### src/hdl/eap_pkg.sv
// Shared constants, types and helpers for the EEPROM access planner.
package eap_pkg;

  localparam int CACHE_BYTES = 64;
  // The page size must be a power of two; page offsets are taken as a mask.
  localparam int PAGE_BYTES  = 16;

  localparam int ALU_W   = 12;
  localparam int WLEN_W  = $clog2(CACHE_BYTES + 1);
  localparam int PAGE_BITS = $clog2(PAGE_BYTES);
  localparam int PAGE_W  = $clog2(PAGE_BYTES + 1);
  localparam int MAX_SPAN = 256;

  localparam logic [1:0] KIND_HIT    = 2'd0;
  localparam logic [1:0] KIND_FILL   = 2'd1;
  localparam logic [1:0] KIND_DIRECT = 2'd2;
  localparam logic [1:0] KIND_WRITE  = 2'd3;

  localparam logic [1:0] REG_DEVICE_CODE = 2'd0;
  localparam logic [1:0] REG_DEVICE_END  = 2'd1;

  localparam logic [7:0]  DEVICE_CODE_RESET = 8'hA0;
  localparam logic [11:0] DEVICE_END_RESET  = 12'd2048;

  // Result of the shared subtractor.
  typedef struct packed {
    logic [ALU_W-1:0] diff;
    logic             borrow;
    logic             zero;
  } alu_res_t;

  // Device select byte: block bits from address bits 10..8, R/W bit clear.
  function automatic logic [7:0] select_for(input logic [7:0] code,
                                            input logic [2:0] block);
    select_for = (code | {4'b0000, block, 1'b0}) & 8'hFE;
  endfunction

endpackage

### src/hdl/eap_alu.sv
// Shared subtract and compare unit of the access planner.
module eap_alu
  import eap_pkg::*;
(
  input  logic [ALU_W-1:0] a,
  input  logic [ALU_W-1:0] b,
  output alu_res_t         res
);

  logic [ALU_W:0] full;

  assign full       = {1'b0, a} - {1'b0, b};
  assign res.diff   = full[ALU_W-1:0];
  assign res.borrow = full[ALU_W];
  assign res.zero   = (full == '0);

endmodule

### src/hdl/eeprom_access_planner_core.sv
// Top level of the EEPROM access planner: sequencer, window state and output register.
//
// Each request word is planned by a small sequencer around one shared 12-bit
// subtractor, and the block takes no new request while one is in progress.
// After the accept, a read compares the start against the window start, then
// the span end against the window end, and a cache fill adds a step that clips
// against device_end. After the accept, a write handles one page segment at a
// time, each segment using the subtractor once to clip the
// page remainder against the bytes left; a write with an empty span still
// passes once through the segment state. Results go through an output
// register, so a new request is accepted while the last result still waits;
// the sequencer holds when it has a result to load and that register is full and not being taken.
module eeprom_access_planner_core
  import eap_pkg::*;
(
  input  logic        clk,
  input  logic        rst,

  input  logic        cfg_valid,
  output logic        cfg_ready,
  input  logic [1:0]  cfg_index,
  input  logic [11:0] cfg_data,

  input  logic        in_valid,
  output logic        in_ready,
  input  logic        operation,
  input  logic [10:0] start_address,
  input  logic [8:0]  span_length,

  output logic        out_valid,
  input  logic        out_ready,
  output logic [1:0]  access_kind,
  output logic [7:0]  select_byte,
  output logic [7:0]  word_byte,
  output logic [8:0]  byte_count,
  output logic [5:0]  cache_offset,
  output logic        last
);

  typedef enum logic [4:0] {
    S_IDLE    = 5'b00001,
    S_RD_LO   = 5'b00010,
    S_RD_HI   = 5'b00100,
    S_RD_FILL = 5'b01000,
    S_WR_SEG  = 5'b10000
  } state_t;

  state_t state, state_next;

  logic [7:0]        device_code;
  logic [11:0]       device_end;

  logic              window_valid;
  logic [10:0]       window_start;
  logic [WLEN_W-1:0] window_length;
  logic [11:0]       segment_address;
  logic [8:0]        bytes_remaining;

  logic [10:0]       req_start;
  logic [8:0]        req_len;
  logic              below_start;
  logic [5:0]        hit_offset;

  logic [ALU_W-1:0]  alu_a, alu_b;
  alu_res_t          alu_res;
  logic              slot_free;
  logic [PAGE_W-1:0] page_n;
  logic [8:0]        seg_n;
  logic [8:0]        rem_next;
  logic [WLEN_W-1:0] fill;
  logic              is_hit;
  logic              is_long;
  logic              load_out;

  assign cfg_ready = 1'b1;
  assign in_ready  = (state == S_IDLE);
  assign slot_free = !out_valid || out_ready;

  assign page_n = PAGE_W'(PAGE_BYTES) - PAGE_W'(segment_address[PAGE_BITS-1:0]);

  // Operand selection for the shared subtractor.
  always_comb begin
    case (state)
      S_RD_LO: begin
        alu_a = {1'b0, req_start};
        alu_b = {1'b0, window_start};
      end
      S_RD_HI: begin
        alu_a = {1'b0, window_start} + ALU_W'(window_length);
        alu_b = {1'b0, req_start} + ALU_W'(req_len);
      end
      S_RD_FILL: begin
        alu_a = device_end;
        alu_b = {1'b0, req_start};
      end
      S_WR_SEG: begin
        alu_a = ALU_W'(bytes_remaining);
        alu_b = ALU_W'(page_n);
      end
      default: begin
        alu_a = '0;
        alu_b = '0;
      end
    endcase
  end

  eap_alu u_alu (
    .a   (alu_a),
    .b   (alu_b),
    .res (alu_res)
  );

  assign is_hit  = window_valid && !below_start && !alu_res.borrow;
  assign is_long = (req_len >= 9'(CACHE_BYTES));

  always_comb begin
    if (alu_res.borrow || alu_res.zero) begin
      fill = '0;
    end else if (alu_res.diff >= ALU_W'(CACHE_BYTES)) begin
      fill = WLEN_W'(CACHE_BYTES);
    end else begin
      fill = alu_res.diff[WLEN_W-1:0];
    end
  end

  // A segment ends at the page border or at the end of the span.
  always_comb begin
    if (alu_res.borrow) begin
      seg_n    = bytes_remaining;
      rem_next = '0;
    end else begin
      seg_n    = 9'(page_n);
      rem_next = alu_res.diff[8:0];
    end
  end

  // The output register takes a new word in these cases.
  always_comb begin
    case (state)
      S_RD_HI:   load_out = (is_hit || is_long) && slot_free;
      S_RD_FILL: load_out = slot_free;
      S_WR_SEG:  load_out = (bytes_remaining != '0) && slot_free;
      default:   load_out = 1'b0;
    endcase
  end

  always_comb begin
    state_next = state;
    case (state)
      S_IDLE: begin
        if (in_valid) begin
          state_next = operation ? S_WR_SEG : S_RD_LO;
        end
      end
      S_RD_LO: state_next = S_RD_HI;
      S_RD_HI: begin
        if (!is_hit && !is_long) begin
          state_next = S_RD_FILL;
        end else if (slot_free) begin
          state_next = S_IDLE;
        end
      end
      S_RD_FILL: begin
        if (slot_free) begin
          state_next = S_IDLE;
        end
      end
      S_WR_SEG: begin
        if (bytes_remaining == '0) begin
          state_next = S_IDLE;
        end else if (slot_free && rem_next == '0) begin
          state_next = S_IDLE;
        end
      end
      default: state_next = S_IDLE;
    endcase
  end

  always_ff @(posedge clk) begin
    if (rst) begin
      state         <= S_IDLE;
      device_code   <= DEVICE_CODE_RESET;
      device_end    <= DEVICE_END_RESET;
      window_valid  <= 1'b0;
      window_start  <= '0;
      window_length <= '0;
      segment_address <= '0;
      bytes_remaining <= '0;
      out_valid     <= 1'b0;
    end else begin
      state <= state_next;

      if (cfg_valid) begin
        case (cfg_index)
          REG_DEVICE_CODE: device_code <= cfg_data[7:0];
          REG_DEVICE_END:  device_end  <= cfg_data;
          default: ;
        endcase
      end

      if (load_out) begin
        out_valid <= 1'b1;
      end else if (out_valid && out_ready) begin
        out_valid <= 1'b0;
      end

      case (state)
        S_IDLE: begin
          if (in_valid) begin
            req_start <= start_address;
            req_len   <= span_length;
            if (operation) begin
              window_valid    <= 1'b0;
              window_start    <= '0;
              window_length   <= '0;
              segment_address <= {1'b0, start_address};
              bytes_remaining <= (span_length > 9'(MAX_SPAN)) ? 9'(MAX_SPAN) : span_length;
            end
          end
        end
        S_RD_LO: begin
          below_start <= alu_res.borrow;
          hit_offset  <= alu_res.diff[5:0];
        end
        S_RD_HI: begin
          if ((is_hit || is_long) && slot_free) begin
            last      <= 1'b1;
            byte_count <= req_len;
            if (is_hit) begin
              access_kind  <= KIND_HIT;
              select_byte  <= '0;
              word_byte    <= '0;
              cache_offset <= hit_offset;
            end else begin
              access_kind   <= KIND_DIRECT;
              select_byte   <= select_for(device_code, req_start[10:8]);
              word_byte     <= req_start[7:0];
              cache_offset  <= '0;
              window_valid  <= 1'b1;
              window_start  <= req_start;
              window_length <= WLEN_W'(CACHE_BYTES);
            end
          end
        end
        S_RD_FILL: begin
          if (slot_free) begin
            last          <= 1'b1;
            access_kind   <= KIND_FILL;
            select_byte   <= select_for(device_code, req_start[10:8]);
            word_byte     <= req_start[7:0];
            byte_count    <= 9'(fill);
            cache_offset  <= '0;
            window_start  <= req_start;
            window_length <= fill;
            window_valid  <= (fill != '0);
          end
        end
        S_WR_SEG: begin
          if (bytes_remaining != '0 && slot_free) begin
            last            <= (rem_next == '0);
            access_kind     <= KIND_WRITE;
            select_byte     <= select_for(device_code, segment_address[10:8]);
            word_byte       <= segment_address[7:0];
            byte_count      <= seg_n;
            cache_offset    <= '0;
            bytes_remaining <= rem_next;
            segment_address <= segment_address + 12'(seg_n);
          end
        end
        default: ;
      endcase
    end
  end

endmodule

### config.mk
export PLATFORM = sky130hd
export DESIGN_NAME = eeprom_access_planner_core
export DESIGN_NICKNAME = d
export VERILOG_FILES = /design/src/hdl/eap_pkg.sv /design/src/hdl/eap_alu.sv /design/src/hdl/eeprom_access_planner_core.sv
export SDC_FILE = /design/constraint.sdc
export NUM_CORES = 1
export LEC_CHECK = 0
export CAP_MARGIN = 0
export CORE_MARGIN = 5
export CORE_UTILIZATION = 29
export DETAILED_ROUTE_END_ITERATION = 8
export DONT_BUFFER_PORTS = 1
export PLACE_DENSITY = 0.41
export SYNTH_ARGS = -nofsm -noshare
export SYNTH_HDL_FRONTEND = slang
export SYNTH_HIERARCHICAL = 1
export SYNTH_SLANG_ARGS = --single-unit
### constraint.sdc
create_clock -name clk -period 15.7 [get_ports clk]
set_clock_uncertainty 0.15 [all_clocks]
set_input_delay 1.57 -clock clk [delete_from_list [all_inputs] [get_ports clk]]
set_output_delay 1.57 -clock clk [all_outputs]
set_load 0.01 [all_outputs]
==> impl_metrics.yaml <==
final_layout:
  seq_area_um2: 3083
  multi_input_area_um2: 3894
  fill_cells: 2592
  nNetsFinal: 851
  diodes: 0
  drive_above_1_share_pct: 7.545
  syn_to_final_growth_pct: 13.73
timing:
  fin_setup_tns_ns: 0
  fmax_mhz: 147.7
  slew_violations: 0
  worst_pin_slew_ns: 1.043
  maxSlewHeadroom_pct: 29.54
  hold_violations: 0
  post-route-period-util_pct: 43.13
  finalCriticalPeriod_ns: 6.772
  rsz0062_at_grt: "false"
  setup_viol: 0
  holdWs_ns: 0.3079
pwr:
  vdd_drop_max_v: 0.00005769
  power_density_nw_per_um2: 117.2
  p_leak_nw: 3.050
global_route:
  use_met3_pct: 3.498
  grt_start_max_net_pins: 59
  use_met1_pct: 22.54
  grt_overflow: 0
  grt_pass1_wl_mm: 36.45
  gr-usage-all-layers_pct: 16.60
  busiest_layer: "met2"
  use_met2_pct: 26.92
  antenna_found_initial: 1
  grt_pass1_vias: 6009
worst_setup_path:
  critPathBufInv: 2
  cp.required_ns: 15.86
  slowest_delay_ns: 0.56
  r2r-start: "req_start[1]"
  cp_common_cell: "o21ai_0"
  rr_worst_depth: 24
  regToRegEndpoint: "segment_address[10]"
  crit_path_start_kind: "flop"
  critPathKind: "reg -> reg"
  slowest_stage: "edfxtp_1"
  critPathTopFamily: "compound AO/OA/AOI/OAI gates"
  path_cells: "ha_1 > a21oi_1 > nor2_1 > nor3b_1 > nor2_1 > xnor2_1 > o21ai_0 > inv_1 > ha_1 > a2111oi_0 > a21oi_1 > o21ai_1 > o21ai_1 > a21oi_2 > buf_4 > o21ai_0 > ha_1 > fa_1 > a211oi_1 > o21ai_0 > a31oi_1 > o21ai_0 > a221oi_1 > o31ai_1"
  arrival_ns: 6.93
  end_kind: "flop"
  r2r_slack_ns: 8.93
  crit_fanout: 32
  crit_cells: 24
hold_path:
  worstHoldPathType: "reg -> reg"
  holdPathStages: 2
  worstHoldEndpoint: "device_end[9]"
  min_from: "device_end[9]"
routing:
  vias: 6057
  vias_per_cell: 5.447
  dr.pass1.iters: 5
  avgRoutedWirePerCell_um: 21.17
  first_iter_violations: 529
  routed_wl_mm: 23.54
  drc: 0
  postRouteAntennaNets: 0
clock_network:
  clock-sinks: 124
  clkTransAtPathRegs_ns: 0.06
  postCtsHoldBufs: 0
  cts_inserted_buffers: 17
  cts_resized: 0
  clockBufferDepth: 2
  cts_tree: "built"
  cts_root_buf: "clkbuf_16"
  cts_setup_buffers: 0
  h-tree-depth: 4
  clk_latency_ns: 0.42
floorplanning:
  die_y_um: 168.3
  pin_count: 77
  row_count: 58
  core_um2: 24960
  start_util_pct: 29.12
  fp.dieW_um: 168.3
  dieArea_um2: 28340
placement:
  place.port_buffers: 0
  hpwl_mm: 17.49
  gp_congestion: 0.8484
yosys:
  synth-main-ff-cell: "dfxtp_1"
  syn-mean-instance-area_um2: 9.345
  ys_warn_count: 6
  synthArstFlopShare_pct: 0
  syn_inst: 778
  netlist_area_um2: 7271
  ys_seq_area_share_pct: 42.40
  synth.distinct_cells: 77
  synth_edf_count: 60
  syn-num-nets: 860
  ys_ff_latch: 124
run:
  max_cap_viol_count: 0
run_status:
  status: "finished, final reports clean"
-- sequential cells by signal, summed over array words and instances (netlist names), 5 cells and up --
register	cells
device_end	12
req_start	11
segment_address	11
window_start	11
byte_count	9
bytes_remaining	9
req_len	9
word_byte	8
device_code	7
select_byte	7
window_length	7
cache_offset	6
hit_offset	6
state	5
-- cells by family after synthesis --
logic type	synth area share (%)
XOR/XNOR	3.252
buffers and inverters	4.388
adder cells (fa/ha/maj)	7.641
flip-flops	42.40
AO/OA/AOI/OAI	22.30
AND/OR/NAND/NOR	17.95
other	0.1033
multiplexers	1.962
-- worst reg2reg max path, cell delays in order, from the launching register on --
cell and delay, ns:
edfxtp_1 0.56, ha_1 0.37, a21oi_1 0.21, nor2_1 0.10, nor3b_1 0.40, nor2_1 0.15
xnor2_1 0.15, o21ai_0 0.24, inv_1 0.10, ha_1 0.38, a2111oi_0 0.46, a21oi_1 0.09
o21ai_1 0.25, o21ai_1 0.14, a21oi_2 0.15, buf_4 0.32, o21ai_0 0.26, ha_1 0.28
fa_1 0.43, a211oi_1 0.40, o21ai_0 0.19, a31oi_1 0.32, o21ai_0 0.16, a221oi_1 0.29
o31ai_1 0.11
-- power breakdown --
| part | internal [mW] | switching (mW) |
|---|---|---|
| logic | 0.0648 | 0.107 |
| registers | 0.356 | 0.0195 |
| clock network | 0.262 | 0.159 |
| total | 0.683 | 0.286 |
-- through the flow --
stage                     std cells  utilization [%]  total power, mW  setup WS, ns  area [µm²]
after global placement         1080            30.59           0.5512         9.125        7637
after global routing           1112            33.12            1.011         8.486        8269
after detailed placement       1080            30.59           0.5523         9.071        7637
after CTS                      1112            33.12           0.9757         9.039        8269
final                          1112            33.12           0.9688         8.928        8269
after floorplan                 778                -           0.5048         6.155        7271
-- per-layer routing --
metal / share of wire, % / wire [µm] / vias to the layer above
met4: 1.4 / 323 / 0
li1: - / - / 2901
met2: 47 / 11050 / 195
met3: 6.4 / 1506 / 20
met1: 45 / 10670 / 2941
met5: 0 / 0 / -
-- how the worst max path moves through the flow --
| stage | slack (ns) | start | to |
|---|---|---|---|
| 3_5_place_dp | 9.07 | req_start[1] | segment_address[10] |
| 3_3_place_gp | 9.13 | req_start[1] | segment_address[10] |
| 4_1_cts | 9.04 | req_start[1] | segment_address[10] |
| 5_1_grt | 8.49 | req_start[1] | segment_address[10] |
| 2_1_floorplan | 6.15 | state[2] | access_kind[0] |
| 6_report | 8.93 | req_start[1] | segment_address[10] |
-- cell usage in the layout (no fill, tap or decap), types with 12 or more instances in the layout --
cell	instances
nand2_1	77
nor2_1	65
dfxtp_1	64
edfxtp_1	60
a21oi_1	40
o21ai_0	38
ha_1	38
inv_1	37
nand3_1	30
a22o_1	18
clkbuf_16	18
xor2_1	15
a22oi_1	15
and2_1	14
buf_4	14
a311oi_1	13
xnor2_1	12
mux2i_1	12
-- cells in the mapped netlist (all sizes together), types with 12 or more instances --
| master | n | area, µm² |
|---|---|---|
| nand3 | 30 | 150.1 |
| nor2 | 66 | 250.2 |
| nor3 | 12 | 60.06 |
| mux2i | 12 | 120.1 |
| buf | 13 | 67.56 |
| inv | 37 | 138.9 |
| clkbuf | 29 | 108.9 |
| and2 | 14 | 87.58 |
| nand2 | 77 | 289.0 |
| a21oi | 41 | 205.2 |
| a211oi | 12 | 95.09 |
| xnor2 | 12 | 105.1 |
| ha | 38 | 475.5 |
| a22o | 18 | 157.7 |
| edfxtp | 60 | 1802 |
| xor2 | 15 | 131.4 |
| a22oi | 15 | 112.6 |
| dfxtp | 64 | 1281 |
| o21ai | 43 | 219.0 |
| a311oi | 13 | 113.9 |
-- area by class of cell --
type	count	share of cell area, %
tap	330	4.993
timing repair buffer	14	1.271
clock buffer	18	5.447
multi-input combinational	574	47.09
clock inverter	14	2.194
inverter	38	1.725
sequential	124	37.28
(Power assumes the default switching activity.)
